[config.mk]
export PLATFORM = sky130hd
export DESIGN_NAME = frame_pacing_buffer_rotator
export DESIGN_NICKNAME = d
export VERILOG_FILES = /design/src/hdl/fpbr_pkg.sv /design/src/hdl/fpbr_cfg_regs.sv /design/src/hdl/fpbr_ring.sv /design/src/hdl/fpbr_pace.sv /design/src/hdl/frame_pacing_buffer_rotator.sv
export SDC_FILE = /design/constraint.sdc
export NUM_CORES = 1
export LEC_CHECK = 0
export ABC_CLOCK_PERIOD_IN_PS = 6450
export BUFFER_PORTS_ARGS = -buffer_cell sky130_fd_sc_hd__buf_2
export CORE_ASPECT_RATIO = 0.75
export CORE_UTILIZATION = 27
export DETAILED_ROUTE_END_ITERATION = 12
export PLACE_DENSITY = 0.44
export REMOVE_ABC_BUFFERS = 1
export SLEW_MARGIN = 20
export SYNTH_ARGS = -nofsm -noshare
export SYNTH_HDL_FRONTEND = slang
export SYNTH_SLANG_ARGS = --single-unit
[constraint.sdc]
create_clock -name aclk -period 6.45 [get_ports aclk]
set_input_delay 1.29 -clock aclk [delete_from_list [all_inputs] [get_ports aclk]]
set_output_delay 1.29 -clock aclk [all_outputs]
set_load 0.005 [all_outputs]
[src/hdl/fpbr_pkg.sv]
// Shared types, constants and a helper function of the frame pacing buffer rotator.
package fpbr_pkg;

    // Command codes carried by the input tuser bit
    localparam logic CMD_FRAME_END = 1'b0;
    localparam logic CMD_RESTART   = 1'b1;

    // Configuration register indexes
    localparam int unsigned CFG_INDEX_W = 3;
    localparam logic [CFG_INDEX_W-1:0] REG_TRIPLE_BUFFERING = 3'd0;
    localparam logic [CFG_INDEX_W-1:0] REG_LOCK_SINGLE      = 3'd1;
    localparam logic [CFG_INDEX_W-1:0] REG_BUFFER0_ADDRESS  = 3'd2;
    localparam logic [CFG_INDEX_W-1:0] REG_BUFFER1_ADDRESS  = 3'd3;
    localparam logic [CFG_INDEX_W-1:0] REG_BUFFER2_ADDRESS  = 3'd4;

    // Pacing constants
    localparam logic [2:0] MAX_INTERVAL     = 3'd4;
    localparam logic [6:0] FAST_LIMIT       = 7'd30;
    localparam logic [2:0] RESTART_INTERVAL = 3'd2;
    localparam logic [2:0] SLOW_DOWN_MIN    = 3'd3;
    localparam logic [2:0] LOCKED_INTERVAL  = 3'd1;
    localparam logic [3:0] WAITED_MAX       = 4'd15;

    // Ring positions
    localparam logic [1:0] RING_FIRST     = 2'd0;
    localparam logic [1:0] RING_LAST      = 2'd2;
    localparam logic [2:0] RING_LEN_TRIPLE = 3'd3;
    localparam logic [2:0] RING_LEN_DOUBLE = 3'd2;

    // Configuration register contents
    typedef struct packed {
        logic        triple;
        logic        lock;
        logic [31:0] addr2;
        logic [31:0] addr1;
        logic [31:0] addr0;
    } fpbr_cfg_t;

    // One input item
    typedef struct packed {
        logic       command;
        logic [3:0] pending;
        logic       skip;
    } fpbr_item_t;

    // Buffer addresses produced by the ring
    typedef struct packed {
        logic [31:0] display;
        logic [31:0] draw;
        logic [31:0] next_draw;
    } fpbr_ring_out_t;

    // Pacing results
    typedef struct packed {
        logic [2:0] target;
        logic [3:0] waited;
    } fpbr_pace_out_t;

    // Control from the pipeline to the state-holding units
    typedef struct packed {
        logic step;
        logic restart;
        logic skip;
    } fpbr_ctrl_t;

    // Address of the buffer at a ring position; the unused position reads as buffer zero.
    function automatic logic [31:0] buffer_at(fpbr_cfg_t cfg, logic [1:0] idx);
        logic [31:0] addr;
        case (idx)
            2'd1:    addr = cfg.addr1;
            2'd2:    addr = cfg.addr2;
            default: addr = cfg.addr0;
        endcase
        return addr;
    endfunction

endpackage

[src/hdl/fpbr_cfg_regs.sv]
// Configuration register file of the frame pacing buffer rotator.
module fpbr_cfg_regs (
    input  logic                                 aclk,
    input  logic                                 aresetn,
    input  logic                                 cfg_valid,
    input  logic [fpbr_pkg::CFG_INDEX_W-1:0]     cfg_index,
    input  logic [31:0]                          cfg_data,
    input  logic                                 lock_clear,
    output fpbr_pkg::fpbr_cfg_t                  cfg
);

    fpbr_pkg::fpbr_cfg_t cfg_reg;
    fpbr_pkg::fpbr_cfg_t cfg_next;

    // Register writes; a restart transaction drops the interval lock.
    always_comb begin
        cfg_next = cfg_reg;
        if (lock_clear) begin
            cfg_next.lock = 1'b0;
        end
        if (cfg_valid) begin
            unique case (cfg_index)
                fpbr_pkg::REG_TRIPLE_BUFFERING: cfg_next.triple = cfg_data[0];
                fpbr_pkg::REG_LOCK_SINGLE:      cfg_next.lock   = cfg_data[0];
                fpbr_pkg::REG_BUFFER0_ADDRESS:  cfg_next.addr0  = cfg_data;
                fpbr_pkg::REG_BUFFER1_ADDRESS:  cfg_next.addr1  = cfg_data;
                fpbr_pkg::REG_BUFFER2_ADDRESS:  cfg_next.addr2  = cfg_data;
                default: ;
            endcase
        end
    end

    always_ff @(posedge aclk) begin
        if (!aresetn) begin
            cfg_reg <= '0;
        end else begin
            cfg_reg <= cfg_next;
        end
    end

    assign cfg = cfg_reg;

endmodule

[src/hdl/fpbr_ring.sv]
// Framebuffer ring: rotation index, shown buffer and draw addresses.
module fpbr_ring (
    input  logic                     aclk,
    input  logic                     aresetn,
    input  fpbr_pkg::fpbr_ctrl_t     ctrl,
    input  fpbr_pkg::fpbr_cfg_t      cfg,
    output fpbr_pkg::fpbr_ring_out_t ring_out
);

    logic [1:0]  ring_index_reg;
    logic [1:0]  ring_index_next;
    logic [31:0] shown_reg;
    logic [31:0] shown_next;
    logic [1:0]  idx_start;
    logic [2:0]  idx_inc;
    logic [2:0]  ring_len;
    logic        rotate;

    // A restart starts the ring at position zero and always rotates once.
    always_comb begin
        idx_start = ctrl.restart ? fpbr_pkg::RING_FIRST : ring_index_reg;
        rotate    = ctrl.restart || !ctrl.skip;
        idx_inc   = {1'b0, idx_start} + 3'd1;
        ring_len  = cfg.triple ? fpbr_pkg::RING_LEN_TRIPLE : fpbr_pkg::RING_LEN_DOUBLE;
        if (rotate) begin
            shown_next      = fpbr_pkg::buffer_at(cfg, idx_start);
            ring_index_next = (idx_inc >= ring_len) ? fpbr_pkg::RING_FIRST : idx_inc[1:0];
        end else begin
            shown_next      = shown_reg;
            ring_index_next = idx_start;
        end
    end

    // Draw addresses follow the updated index and the present configuration.
    always_comb begin
        ring_out.display = shown_next;
        ring_out.draw    = fpbr_pkg::buffer_at(cfg, ring_index_next);
        if (!cfg.triple) begin
            ring_out.next_draw = ring_out.draw;
        end else if (ring_index_next < fpbr_pkg::RING_LAST) begin
            ring_out.next_draw = fpbr_pkg::buffer_at(cfg, ring_index_next + 2'd1);
        end else begin
            ring_out.next_draw = cfg.addr0;
        end
    end

    always_ff @(posedge aclk) begin
        if (!aresetn) begin
            ring_index_reg <= fpbr_pkg::RING_FIRST;
            shown_reg      <= '0;
        end else if (ctrl.step) begin
            ring_index_reg <= ring_index_next;
            shown_reg      <= shown_next;
        end
    end

`ifndef SYNTHESIS
    // The fourth ring position is never entered.
    assert property (@(posedge aclk) disable iff (!aresetn)
        ring_index_reg != 2'd3)
        else $error("ring index reached the unused position");
`endif

endmodule

[src/hdl/fpbr_pace.sv]
// Swap interval adaptation from the count of pending vblanks.
module fpbr_pace (
    input  logic                     aclk,
    input  logic                     aresetn,
    input  fpbr_pkg::fpbr_ctrl_t     ctrl,
    input  logic [3:0]               pending,
    input  logic                     lock,
    output fpbr_pkg::fpbr_pace_out_t pace_out
);

    logic       first_frame_reg;
    logic       first_frame_next;
    logic [5:0] fast_acc_reg;
    logic [5:0] fast_acc_next;
    logic [2:0] target_reg;
    logic [2:0] target_next;
    logic [4:0] rate;
    logic [6:0] fast_sum;
    logic [4:0] waited_full;

    // Adaptation of the target interval, then the lock and the waited count.
    always_comb begin
        first_frame_next = first_frame_reg;
        fast_acc_next    = fast_acc_reg;
        target_next      = target_reg;
        rate             = {1'b0, pending} + 5'd1;
        fast_sum         = {1'b0, fast_acc_reg} + {2'b00, rate};
        waited_full      = '0;
        pace_out.waited  = '0;
        if (ctrl.restart) begin
            first_frame_next = 1'b1;
            fast_acc_next    = '0;
            target_next      = fpbr_pkg::RESTART_INTERVAL;
        end else begin
            if (!first_frame_reg) begin
                if (rate >= {2'b00, target_reg}) begin
                    fast_acc_next = '0;
                    if (rate > {2'b00, target_reg} && target_reg < fpbr_pkg::MAX_INTERVAL) begin
                        target_next = target_reg + 3'd1;
                    end
                end else if (target_reg >= fpbr_pkg::SLOW_DOWN_MIN) begin
                    if (fast_sum >= fpbr_pkg::FAST_LIMIT) begin
                        fast_acc_next = '0;
                        target_next   = target_reg - 3'd1;
                    end else begin
                        fast_acc_next = fast_sum[5:0];
                    end
                end
            end
            if (lock) begin
                target_next = fpbr_pkg::LOCKED_INTERVAL;
            end
            waited_full = (rate > {2'b00, target_next}) ? rate : {2'b00, target_next};
            pace_out.waited = waited_full[4] ? fpbr_pkg::WAITED_MAX : waited_full[3:0];
            first_frame_next = 1'b0;
        end
        pace_out.target = target_next;
    end

    always_ff @(posedge aclk) begin
        if (!aresetn) begin
            first_frame_reg <= 1'b1;
            fast_acc_reg    <= '0;
            target_reg      <= fpbr_pkg::RESTART_INTERVAL;
        end else if (ctrl.step) begin
            first_frame_reg <= first_frame_next;
            fast_acc_reg    <= fast_acc_next;
            target_reg      <= target_next;
        end
    end

`ifndef SYNTHESIS
    // The target stays within one and the maximum interval.
    assert property (@(posedge aclk) disable iff (!aresetn)
        target_reg != 3'd0 && target_reg <= fpbr_pkg::MAX_INTERVAL)
        else $error("target interval out of range");

    // The fast vblank sum is cleared whenever it reaches the limit.
    assert property (@(posedge aclk) disable iff (!aresetn)
        {1'b0, fast_acc_reg} < fpbr_pkg::FAST_LIMIT)
        else $error("fast vblank accumulator at or above its limit");
`endif

endmodule

[src/hdl/frame_pacing_buffer_rotator.sv]
// Top level of the frame pacing buffer rotator: stream ports, input and result registers.
//
// One input transaction is sent per rendered frame. The tuser bit selects the command
// (0 frame end, 1 restart); tdata carries the pending vblank count and the skip flag.
// For each input transaction exactly one result transaction follows, carrying the
// display, draw and next draw addresses, the target interval and the vblanks waited.
// The cfg channel writes the five registers by index; it is always ready and must be
// used only while no frame is in flight.
// An accepted item sits in the input register; when the result register is free or being
// taken, the ring and pacing logic load the result register from it.
// Throughput is one transaction per cycle while m_tready stays high; the pacing and ring
// state update in the same cycle that an item moves into the result register, so the next item sees it at once.
// When the receiver stalls, the result register holds and the input register keeps one
// more item, after which s_tready drops until m_tready returns.
// Reset (aresetn low at a clock edge) empties both registers, clears the configuration
// and restores the pacing state: first frame pending, interval two, ring at buffer zero.
module frame_pacing_buffer_rotator (
    input  logic                              aclk,
    input  logic                              aresetn,
    // Input stream
    input  logic                              s_tvalid,
    output logic                              s_tready,
    input  logic [7:0]                        s_tdata,  // [3:0] vblanks_pending, [4] skip_swap
    input  logic                              s_tuser,  // [0] command
    // Result stream
    output logic                              m_tvalid,
    input  logic                              m_tready,
    // [31:0] display_address, [63:32] draw_address, [95:64] next_draw_address,
    // [98:96] target_interval, [102:99] vblanks_waited
    output logic [103:0]                      m_tdata,
    // Configuration writes
    input  logic                              cfg_valid,
    output logic                              cfg_ready,
    input  logic [fpbr_pkg::CFG_INDEX_W-1:0]  cfg_index,
    input  logic [31:0]                       cfg_data
);

    logic                     in_valid_reg;
    fpbr_pkg::fpbr_item_t     in_item_reg;
    logic                     m_valid_reg;
    logic [103:0]             m_data_reg;
    logic                     advance;
    fpbr_pkg::fpbr_ctrl_t     ctrl;
    fpbr_pkg::fpbr_cfg_t      cfg;
    fpbr_pkg::fpbr_ring_out_t ring_out;
    fpbr_pkg::fpbr_pace_out_t pace_out;

    // Pipeline handshake: an item moves on when the result register is free or being taken.
    assign advance   = in_valid_reg && (!m_valid_reg || m_tready);
    assign s_tready  = !in_valid_reg || advance;
    assign cfg_ready = 1'b1;

    assign ctrl.step    = advance;
    assign ctrl.restart = in_item_reg.command == fpbr_pkg::CMD_RESTART;
    assign ctrl.skip    = in_item_reg.skip;

    fpbr_cfg_regs u_cfg (
        .aclk       (aclk),
        .aresetn    (aresetn),
        .cfg_valid  (cfg_valid),
        .cfg_index  (cfg_index),
        .cfg_data   (cfg_data),
        .lock_clear (advance && ctrl.restart),
        .cfg        (cfg)
    );

    fpbr_ring u_ring (
        .aclk     (aclk),
        .aresetn  (aresetn),
        .ctrl     (ctrl),
        .cfg      (cfg),
        .ring_out (ring_out)
    );

    fpbr_pace u_pace (
        .aclk     (aclk),
        .aresetn  (aresetn),
        .ctrl     (ctrl),
        .pending  (in_item_reg.pending),
        .lock     (cfg.lock),
        .pace_out (pace_out)
    );

    // Input register
    always_ff @(posedge aclk) begin
        if (!aresetn) begin
            in_valid_reg <= 1'b0;
        end else if (s_tready) begin
            in_valid_reg <= s_tvalid;
        end
    end

    always_ff @(posedge aclk) begin
        if (s_tvalid && s_tready) begin
            in_item_reg.command <= s_tuser;
            in_item_reg.pending <= s_tdata[3:0];
            in_item_reg.skip    <= s_tdata[4];
        end
    end

    // Result register
    always_ff @(posedge aclk) begin
        if (!aresetn) begin
            m_valid_reg <= 1'b0;
        end else if (advance) begin
            m_valid_reg <= 1'b1;
        end else if (m_tready) begin
            m_valid_reg <= 1'b0;
        end
    end

    always_ff @(posedge aclk) begin
        if (advance) begin
            m_data_reg <= {1'b0, pace_out.waited, pace_out.target,
                           ring_out.next_draw, ring_out.draw, ring_out.display};
        end
    end

    assign m_tvalid = m_valid_reg;
    assign m_tdata  = m_data_reg;

`ifndef SYNTHESIS
    // A full input register facing a stalled result register blocks new input.
    assert property (@(posedge aclk) disable iff (!aresetn)
        in_valid_reg && m_valid_reg && !m_tready |-> !s_tready)
        else $error("input accepted while both registers are held");

    // A restart yields interval two and no vblanks waited.
    assert property (@(posedge aclk) disable iff (!aresetn)
        advance && ctrl.restart |=> m_tdata[98:96] == fpbr_pkg::RESTART_INTERVAL
                                    && m_tdata[102:99] == 4'd0)
        else $error("restart result carries wrong pacing fields");

    // Every item leaving the input register produces a valid result next cycle.
    assert property (@(posedge aclk) disable iff (!aresetn)
        advance |=> m_tvalid)
        else $error("result lost after an item left the input register");
`endif

endmodule
======== Word level (Yosys, flattened, before mapping) ========
Cells that the tools add are included.
storage, ports and cells
  register bits after elaboration ......... 253
  input port bits ......................... 49
  output and inout port bits .............. 107
  word-level logic and storage cells ...... 94
cells by class
  add/sub/neg operators ................... 6
  $lt $le $gt $ge ......................... 8
  equal/unequal tests ..................... 11
  muxes and demuxes ....................... 34
  reduce and logical (&&, ||, !) cells .... 18
operators with widths
  operator               count
  $mux W32               6
  $pmux W32 S2           3
  $mux W97               1
  $mux W6                5
  $mux W3                8
  $gt A5 B3 Y1           2
  $reduce_and A2 Y1      4
  $add A6 B5 Y7          1
  $ge A7 B5 Y1 const B   1
  $eq A2 B1 Y1 const B   3
  $eq A2 B2 Y1 const B   3
  $eq A3 B2 Y1 const B   2
  $mux W1                6
  $mux W2                3
  $add A4 B1 Y5 const B  1
  $ge A5 B3 Y1           1
  $mux W5                1
  $logic_and A1 B1 Y1    4
  $mux W4                1
  $add A2 B1 Y3 const B  1
  $add A3 B1 Y3 const B  1
  $eq A3 B1 Y1 const B   1
  $eq A3 B3 Y1 const B   1
  $ge A3 B2 Y1 const B   1
  12 further kinds       16

======== Longest topological paths before layout ========
Gate-level depths: netlist of run 1.
  depth in word-level cells ............... 12
  mapped depth ............................ 18
  depth with buffers taken out ............ 17

======== Hierarchy ========
From an unflattened synthesis of run 1, not the netlist that was laid out.
second synthesis, totals
  cell total of the unflattened synthesis .. 1298
  area total of the unflattened synthesis .. 13042.5 um^2
by module, submodules not included
  module                       instances  cells each  area each (um^2)  seq. area each (um^2)
  fpbr_ring                    1          651         4639.4            680.7
  fpbr_cfg_regs                1          356         3673.5            1961.9
  frame_pacing_buffer_rotator  1          124         3409.5            3313.2
  fpbr_pace                    1          167         1320.0            200.2

======== Worst setup path before layout of run 1 ========
No wires, ideal clock.
  path kind ............................... input-to-reg
  from .................................... input m_tready
  to ...................................... register m_data_reg[0] (netlist: m_tdata[0]), enable pin
  setup time .............................. 507 ps
  arrival time ............................ 4842 ps
  required time ........................... 5943 ps
  path slack .............................. 1100 ps
  stages .................................. 4
  cell sequence ........................... nor2b_1 > nor2b_1 > clkbuf_1 > clkbuf_1
between the ends
  cells in the longest elaborated chain, start to end .. 2
RTL lines
  element               line                                source
  start, declared       frame_pacing_buffer_rotator.sv:27   input logic m_tready,
  $logic_or A1 B1 Y1    frame_pacing_buffer_rotator.sv:49   assign advance = in_valid_reg && (!m_valid_reg || m_tready);
  $logic_and A1 B1 Y1   frame_pacing_buffer_rotator.sv:49
  via advance           frame_pacing_buffer_rotator.sv:42   logic advance;
  end signal, assigned  frame_pacing_buffer_rotator.sv:114  m_data_reg <= {1'b0, pace_out.waited, pace_out.target,
  end, declared         frame_pacing_buffer_rotator.sv:41   logic [103:0] m_data_reg;
The timed path passes the listed nets, and every way through them passes these cells.
A chain may end at the register's enable or synchronous reset.

==> metrics, run 1 <==
Slew headroom=29.32%; Worst Path Arrival=5.19 ns; status=complete, no violations; crit end category=register; max-slew violation count=0; FF-to-FF End=m_tdata[72]; TritonCTS clock tree=built; Non-Filler Instances=1996; share of layout cells above drive strength 1=15.61%; # IOs=156; FF+latch count, synth=253; Die W=244.6 µm; Fillers=4515; pwr/cell area=278.6 nW/µm²; cell count after synthesis=1305; EDFF count, synth=109; first-pass GRT wire length=54650 µm; Core Footprint=43440 µm²; RSZ-0062 raised after global routing=no; DRC violations left=0; Post-DRT Antenna Nets=0; total number of vias=9745; FFs w/ async S/R, synth=0%; GR Util All Layers=15.90%; area grow syn2layout=18.29%; initial antenna violation count=3; Clock Skew=0.008924 ns; largest net degree at the start of global routing=180; Seq. cell area=6157 µm²; post-DP HPWL=20860 µm; Setup violations, final=0; Setup crit start kind=register; metal2 WL=16010 µm; Initial Util=27.44%; syn avg cell area=9.132 µm²; critical path capture point=m_tdata[72]; GP Congestion=0.7930; H-tree levels=1; Synthesis Warnings=0; critical path startpoint=ctrl[1]; minimum clock period=4.937 ns; Reg clk slew, reported paths=0.06 ns; Top FF cell, synth=dfxtp_1; crit path max fanout=66; dpl cell area=13150 µm²; DRT iter0 DRCs=697; fmax=0.2026 GHz; Distinct cells, synth=49; Die ar.=44990 µm²; port bufs=150; post_cts resized=0; fin crit share=76.54%; Die Ht=183.9 µm; wire length on met1=18350 µm; max reg flops=103; TritonCTS Sinks=253; placed cells=1939; Fin. Hold Viols=0; drt total wl=37030 µm; register area share after synthesis=51.65%; nets@finish=1466; post-route cell area=14100 µm²; CTS Root Cell=clkbuf_16; Post-CTS Setup Repair Bufs=0; Clock Latency Late Sink=0.56 ns; post-place setup slack=1.476 ns; WS Path Type=register to register; Reg2Reg Depth=11; FF-to-FF Start=ctrl[1]; Hold Buf Count CTS=0; Max Used Layer=met4; post-route setup TNS=0 ns; cell with the largest stage delay on the worst path=ha_2; VDD IR-drop max=0.1720 mV; HP Class=register to register; footprint of the multi-input gates=5373 µm²; setup ws final=1.513 ns; vias in the first global route=8940; Least-Margin Pin Slew=1.059 ns; clock buffer count from CTS=29; 1st-pass router iterations=5; via/cell ratio=4.882; total gr overflow=0; drt wl/cell=18.55 µm; static leakage=4.825 nW; wire length on met3=1975 µm; slowest stage delay, CP=0.95 ns; num rows=66; most used cell, CP=buf_4; CTS Buffer Depth=3; CP cell instances=nand2b_1, inv_1, ha_4, nor2_1, a22oi_2, buf_4, ha_2, o21ai_4, buf_4, a22oi_1, a21oi_1; Cell Area, Synth=11920 µm²; critical path required time=6.71 ns; Max-Cap Viols=0; R2R setup slack=1.51 ns
layer usage:
metal | up-vias | GRT usage, %
met1 | 4639 | 22.43
met5 | - | 0
met3 | 50 | 2.700
met2 | 267 | 25.17
met4 | 0 | 3.750
li1 | 4789 | -
cell usage in the layout (no fill, tap or decap), types with 3 or more instances in the layout:
master,Yosys,routed
a21oi_1,106,106
nor2_1,115,114
nand2_1,272,272
nor3_1,4,4
o22ai_1,3,3
ha_2,0,3
a22o_1,35,35
clkbuf_1,87,11
clkbuf_16,0,29
a211oi_1,4,4
a22oi_1,97,97
nor2b_1,10,8
ha_1,23,18
o21ai_1,5,4
and2_1,3,3
o21ai_0,35,35
nand3_1,9,7
xnor2_1,4,4
edfxtp_1,109,109
nand2b_1,37,37
clkinv_1,0,3
and3_1,5,3
buf_4,2,8
a21boi_0,130,130
inv_1,20,20
clkbuf_8,0,5
dfxtp_1,144,143
buf_2,2,149
stage by stage:
step	hold WS, ns	utilization, %	power, mW
2_1_floorplan	0.4441	-	2.118
3_3_place_gp	0.4597	30.28	2.353
3_5_place_dp	0.4630	30.28	2.357
4_1_cts	0.4784	32.38	3.990
5_1_grt	0.4842	32.44	4.105
6_report	0.4754	32.45	3.928
power by group:
part           switching (mW)  internal, mW  total, mW
clock network           0.683         0.926       1.61
logic                   0.352         0.162      0.515
registers              0.0356          1.77       1.80
Yosys cell counts (all sizes together), types with 10 or more instances:
| library cell | count | area (µm²) |
|---|---|---|
| a21boi | 130 | 975.9 |
| a21oi | 107 | 539.3 |
| a22o | 35 | 306.5 |
| a22oi | 98 | 740.7 |
| buf | 15 | 66.31 |
| clkbuf | 87 | 326.6 |
| dfxtp | 144 | 2883 |
| edfxtp | 109 | 3273 |
| ha | 23 | 287.8 |
| inv | 20 | 75.07 |
| nand2 | 272 | 1021 |
| nand2b | 37 | 231.5 |
| nor2 | 115 | 431.7 |
| nor2b | 10 | 62.56 |
| o21ai | 40 | 200.2 |
how the worst min path moves through the flow:
stage | startpoint | endpoint | slack (ns) | cells after the start
detailed placement | u_pace.fast_acc_reg[4] | u_pace.fast_acc_reg[4] | 0.46 | 1
global route | u_pace.fast_acc_reg[4] | u_pace.fast_acc_reg[4] | 0.48 | 1
global placement | u_pace.fast_acc_reg[4] | u_pace.fast_acc_reg[4] | 0.46 | 1
finish | u_pace.fast_acc_reg[4] | u_pace.fast_acc_reg[4] | 0.48 | 1
floorplan | u_pace.fast_acc_reg[4] | u_pace.fast_acc_reg[4] | 0.44 | 1
CTS | u_pace.fast_acc_reg[4] | u_pace.fast_acc_reg[4] | 0.48 | 1
critical path: cells and delay by family (launching register included):
kind | cells | cell delay, ns
buffers and inverters | 3 | 0.77
AND/OR/NAND/NOR | 2 | 0.36
AO/OA/AOI/OAI | 4 | 0.89
adder cells (fa/ha/maj) | 2 | 1.77
flip-flops | 1 | 0.82
cell families after synthesis:
kind of cell | Yosys count | synth area share, %
mux | 4 | 0.3884
flops | 253 | 51.65
compound gates | 435 | 25.05
simple gates | 460 | 15.97
other cells | 2 | 0.06302
xor+xnor | 5 | 0.3674
fa+ha+maj | 24 | 2.583
buf+inv | 122 | 3.926
cell type report:
class	count	share of cell area [%]
diodes	2	0.03550
clock buffers	45	5.929
clock inverters	9	0.5325
inverters	20	0.5325
multi-input cells	930	38.11
flip-flops and latches	253	43.68
well taps	578	5.130
repair buffers	159	6.053
Note: power is estimated with default switching activity, not from simulation.
==> run 2: changes to the inputs <==
--- a/config.mk
+++ b/config.mk
@@ -5,7 +5,7 @@
 export SDC_FILE = /design/constraint.sdc
 export NUM_CORES = 1
 export LEC_CHECK = 0
-export ABC_CLOCK_PERIOD_IN_PS = 6450
+export ABC_CLOCK_PERIOD_IN_PS = 5000
 export BUFFER_PORTS_ARGS = -buffer_cell sky130_fd_sc_hd__buf_2
 export CORE_ASPECT_RATIO = 0.75
 export CORE_UTILIZATION = 27
==> constraint.sdc (replaced) <==
create_clock -name aclk -period 5 [get_ports aclk]
set_input_delay 1 -clock aclk [delete_from_list [all_inputs] [get_ports aclk]]
set_output_delay 1 -clock aclk [all_outputs]
set_load 0.005 [all_outputs]
==> metrics, run 2 (same netlist as run 1, synthesis figures left out) <==
first-pass GRT wire length=55950 µm (+2.4%); commonest non-fill, non-tap cell in the layout=nand2_1; footprint of the multi-input gates=5373 µm² (unchanged); fmax=0.2241 GHz (+11%); hold path endpoint=u_ring.shown_reg[25]; Sw Ratio=26.96% (-0.29 points); CP cell instances=ha_1, xor2_1, ha_1, inv_1, o21bai_1, xnor2_1, o311ai_4, mux2_2, o21ai_1, ha_1, nor2b_1, o21a_1, o21ai_0, and2_1, nor3_1, a211oi_1; clock buffer count from CTS=28 (-3.4%); Crit path max-delay family=compound AO/OA/AOI/OAI gates; VDD IR-drop max=0.2372 mV (+38%); NetSw=1.386 mW (+29%); pwr/cell area=361.9 nW/µm² (+30%); critical path required time=5.38 ns (-1.33 ns); Setup violations, final=0 (unchanged); crit end category=register; Setup crit start kind=register; Reg power frac=45.3% (-0.6 points); Clock Skew=0.01140 ns (+0.002476 ns); placed cells=1947 (+0.41%); largest net degree at the start of global routing=94 (-48%); share of layout cells above drive strength 1=16.47% (+0.86 points); TritonCTS Sinks=253 (unchanged); total number of vias=9633 (-1.1%); max-slew violation count=0 (unchanged); Fillers=4500 (-0.33%); Reg2Reg Depth=16 (+5); Die W=244.6 µm (unchanged); area grow syn2layout=19.17%; Max-Cap Viols=0 (unchanged); Fin. Hold Viols=0 (unchanged); Initial Util=27.44% (unchanged); vias in the first global route=9088 (+1.7%); post-place setup slack=0.5826 ns (-0.8938 ns); most used cell, CP=ha_1; Hold Buf Count CTS=0 (unchanged); Clock Latency Late Sink=0.56 ns (about the same); status=complete, no violations; # IOs=156 (unchanged); Seq. cell area=6157 µm² (unchanged); static leakage=4.895 nW (+1.4%); TritonCTS clock tree=built; FF-to-FF End=m_tdata[99]; Clk network pwr share=41.6% (+0.6 points); Least-Margin Pin Slew=1.023 ns (-0.03621 ns); R2R setup slack=0.54 ns (-0.98 ns); total gr overflow=0 (unchanged); post-DP HPWL=21830 µm (+4.6%); WHS Path Cells=2 (+1); WS Path Type=register to register; crit path max fanout=6 (-91%); Die ar.=44990 µm² (unchanged); fin crit share=89.25% (+13 points); drt wl/cell=18.41 µm (-0.75%); RSZ-0062 raised after global routing=no; initial antenna violation count=5 (+2); critical path startpoint=in_item_reg[1]; setup ws final=0.5377 ns (-0.9755 ns); FF-to-FF Start=in_item_reg[1]; H-tree levels=1 (unchanged); GR Util All Layers=16.23% (+0.33 points); DRC violations left=0 (unchanged); cell with the largest stage delay on the worst path=edfxtp_1; CTS Buffer Depth=3 (unchanged); nets@finish=1472 (+0.41%); 1st-pass router iterations=5 (unchanged); Post-CTS Setup Repair Bufs=0 (unchanged); drt total wl=36860 µm (-0.45%); post_cts resized=0 (unchanged); DRT iter0 DRCs=671 (-3.7%); HP Class=register to register; Worst Path Arrival=4.84 ns (-0.35 ns); GP Congestion=0.8188 (+3.3%); via/cell ratio=4.812 (-1.4%); Slew headroom=31.82% (+2.5 points); slowest stage delay, CP=0.48 ns (-0.47 ns); most frequent cells in the layout=nand2_1 (272), buf_2 (149), dfxtp_1 (143); Die Ht=183.9 µm (unchanged); CTS Root Cell=clkbuf_16; power share of the combinational group=13.1% (about the same); Int Pwr=3.754 mW (+31%); max reg flops=103 (unchanged); WP buf/inv=1 (-2); Reg clk slew, reported paths=0.06 ns (about the same); Core Footprint=43440 µm² (unchanged); minimum clock period=4.462 ns (-0.4745 ns); Hold Crit Start=u_ring.shown_reg[25]; num rows=66 (unchanged); Non-Filler Instances=2002 (+0.30%); Post-DRT Antenna Nets=0 (unchanged); port bufs=150 (unchanged)
## run 2: cell types whose count changed in the layout (fill, tap and decap cells not counted), sizes merged
cell    delta
buf        +7
diode      +1
clkinv     +6
clkbuf     -9
bufinv     +2
inv        -1
## run 2: worst max path at each step
stage	slack, ns	cells after the start	endpoint
global route	0.24	16	m_tdata[99]
finish	0.54	16	m_tdata[99]
detailed placement	0.58	16	m_tdata[99]
global placement	0.65	16	m_tdata[100]
floorplan	-4.22	5	u_pace.fast_acc_reg[3]
CTS	0.54	16	m_tdata[99]
## run 2: power groups by stage
stage | Sequential, mW | Combinational [mW] | Clock [mW]
finish | 2.33 | 0.675 | 2.14
CTS | 2.33 | 0.683 | 2.21
detailed placement | 2.37 | 0.679 | 0
global placement | 2.37 | 0.673 | 0
floorplan | 2.38 | 0.352 | 0
global route | 2.34 | 0.752 | 2.29
## run 2: area by class of cell
| cell class | count | area share (%) |
|---|---|---|
| Sequential cell | 253 | 43.35 |
| Antenna cell | 3 | 0.05286 |
| Clock buffer | 36 | 5.497 |
| Tap cell | 578 | 5.092 |
| Multi-Input combinational cell | 930 | 37.83 |
| Inverter | 20 | 0.5286 |
| Timing Repair Buffer | 166 | 6.466 |
| Clock inverter | 16 | 1.181 |
## run 2: stage by stage
stage / hold slack, ns / total power [mW] / area [µm²] / util [%] / setup TNS (ns)
6_report: 0.4781 / 5.140 / 14200 / 32.70 / 0
5_1_grt: 0.4980 / 5.375 / 14200 / 32.69 / 0
3_3_place_gp: 0.4617 / 3.045 / 13220 / 30.43 / 0
4_1_cts: 0.4827 / 5.218 / 14190 / 32.68 / 0
3_5_place_dp: 0.4649 / 3.052 / 13250 / 30.50 / 0
2_1_floorplan: 0.4441 / 2.732 / 11520 / - / -550.75
## run 2: worst min-delay path, delay by kind of cell, from the launching register on
family | cells | cell delay, ns
flip-flops | 1 | 0.31
AND/OR/NAND/NOR | 1 | 0.06
AO/OA/AOI/OAI | 1 | 0.07
## run 2: per-layer routing
metal  track usage, %  vias to the layer above  wire length (µm)
met5                0                        -                13
met4            4.125                        2               811
met3            2.686                       51              1615
met2            25.12                      206             16020
met1            23.28                     4576             18400
li1                 -                     4798                 -
==> run 3: changes to the inputs <==
--- a/config.mk
+++ b/config.mk
@@ -7,7 +7,6 @@
 export LEC_CHECK = 0
 export ABC_CLOCK_PERIOD_IN_PS = 5000
 export BUFFER_PORTS_ARGS = -buffer_cell sky130_fd_sc_hd__buf_2
-export CORE_ASPECT_RATIO = 0.75
 export CORE_UTILIZATION = 27
 export DETAILED_ROUTE_END_ITERATION = 12
 export PLACE_DENSITY = 0.44
==> metrics, run 3 (same netlist as run 1, synthesis figures left out) <==
Post-DRT Antenna Nets=0 (unchanged); Die W=212.1 µm (-13%); Core Footprint=43270 µm² (-0.39%); clock buffer count from CTS=30 (+7.1%); Hold Crit Start=u_pace.fast_acc_reg[4]; CTS Buffer Depth=3 (unchanged); WP buf/inv=1 (unchanged); FF-to-FF End=m_tdata[100]; Reg2Reg Depth=15 (-1); fmax=0.2351 GHz (+4.9%); share of layout cells above drive strength 1=16.27% (-0.20 points); vias in the first global route=9198 (+1.2%); total number of vias=9729 (+1.0%); max-slew violation count=0 (unchanged); area grow syn2layout=19.30%; Setup crit start kind=register; CP cell instances=ha_1, inv_1, fa_1, o21ai_1, xnor2_1, o311ai_4, mux2_2, o21ai_1, ha_1, nor2b_1, o21a_1, o21ai_0, and2_1, nor3_1, a211oi_1; H-tree levels=1 (unchanged); max reg flops=103 (unchanged); hold path endpoint=u_pace.fast_acc_reg[4]; dpl cell area=13240 µm² (about the same); drt wl/cell=17.98 µm (-2.4%); RSZ-0062 raised after global routing=no; Initial Util=27.54% (+0.11 points); Non-Filler Instances=2014 (+0.60%); Setup violations, final=0 (unchanged); via/cell ratio=4.831 (+0.39%); commonest non-fill, non-tap cell in the layout=nand2_1; TritonCTS Sinks=253 (unchanged); Crit path max-delay family=compound AO/OA/AOI/OAI gates; R2R setup slack=0.75 ns (+0.21 ns); crit end category=register; Core Util, Final=32.86% (+0.16 points); slowest stage delay, CP=0.47 ns (about the same); status=complete, no violations; cell with the largest stage delay on the worst path=edfxtp_1; post-route setup TNS=0 ns (unchanged); FF-to-FF Start=in_item_reg[1]; Least-Margin Pin Slew=1.008 ns (-0.01505 ns); drt total wl=36210 µm (-1.8%); port bufs=150 (unchanged); Reg clk slew, reported paths=0.06 ns (about the same); Clock Skew=0.01553 ns (+0.004127 ns); DRT iter0 DRCs=671 (unchanged); static leakage=4.899 nW (about the same); post-route cell area=14220 µm² (+0.11%); DRC violations left=0 (unchanged); largest net degree at the start of global routing=180 (+91%); post_cts resized=0 (unchanged); WHS Path Cells=1 (-1); CTS Root Cell=clkbuf_16; minimum clock period=4.254 ns (-0.2086 ns); HP Class=register to register; Hold Buf Count CTS=0 (unchanged); # IOs=156 (unchanged); most frequent cells in the layout=nand2_1 (272), buf_2 (149), dfxtp_1 (143); initial antenna violation count=6 (+1); 1st-pass router iterations=5 (unchanged); placed cells=1955 (+0.41%); critical path required time=5.38 ns (about the same); GR Util All Layers=16.05% (-0.18 points); nets@finish=1475 (+0.20%); Worst Path Arrival=4.64 ns (-0.20 ns); TritonCTS clock tree=built; Die Ht=212.1 µm (+15%); Post-CTS Setup Repair Bufs=0 (unchanged); Max-Cap Viols=0 (unchanged); WS Path Type=register to register; Die ar.=44980 µm² (about the same); fin crit share=85.07% (-4.2 points); VDD IR-drop max=0.2531 mV (+6.7%); post-DP HPWL=21130 µm (-3.2%); crit path max fanout=6 (unchanged); total gr overflow=0 (unchanged); pwr/cell area=361.1 nW/µm² (-0.21%); Slew headroom=32.74% (+0.93 points); Clock Latency Late Sink=0.57 ns (about the same); GP Congestion=0.7691 (-6.1%); num rows=76 (+15%); first-pass GRT wire length=54910 µm (-1.9%); Fin. Hold Viols=0 (unchanged)
run 3: per-layer routing:
layer	share of wire, %	global-route usage (%)	vias to the layer above	wire length (µm)
met5	0.086	0	-	31
met4	1.9	4.223	6	694
met3	5.7	2.718	48	2051
met2	45	25.87	225	16400
met1	47	22.09	4654	17030
li1	-	-	4796	-
run 3: where the power goes:
| part | switching (mW) | internal [mW] | leakage (nW) |
|---|---|---|---|
| combinational | 0.449 | 0.213 | 2.23 |
| clock | 0.878 | 1.27 | 0.474 |
| sequential | 0.0458 | 2.28 | 2.20 |
| total | 1.37 | 3.76 | 4.90 |
run 3: worst max path at each step:
stage	from	to	slack, ns	depth (start not counted)
finish	in_item_reg[1]	m_tdata[100]	0.75	15
global route	in_item_reg[1]	m_tdata[100]	0.37	15
CTS	in_item_reg[1]	m_tdata[100]	0.69	15
detailed placement	in_item_reg[1]	m_tdata[100]	0.76	15
global placement	in_item_reg[1]	m_tdata[100]	0.74	15
floorplan	m_tready	u_pace.fast_acc_reg[3]	-4.22	5
run 3: metrics by stage:
step | setup WS [ns] | hold slack, ns | power [mW]
floorplan | -4.216 | 0.4441 | 2.732
global placement | 0.7411 | 0.4657 | 3.036
detailed placement | 0.7642 | 0.4672 | 3.042
CTS | 0.6899 | 0.4804 | 5.219
global route | 0.3652 | 0.5029 | 5.380
finish | 0.7463 | 0.4740 | 5.134
run 3: layout make-up:
| class | instances | area [µm²] |
|---|---|---|
| inverters | 20 | 75.07 |
| clock buffers | 49 | 892.1 |
| diodes | 3 | 7.507 |
| repair buffers | 167 | 905.9 |
| well taps | 585 | 732.0 |
| fillers | 4512 | 29050 |
| multi-input cells | 930 | 5373 |
| clock inverters | 7 | 75.07 |
| flip-flops and latches | 253 | 6157 |
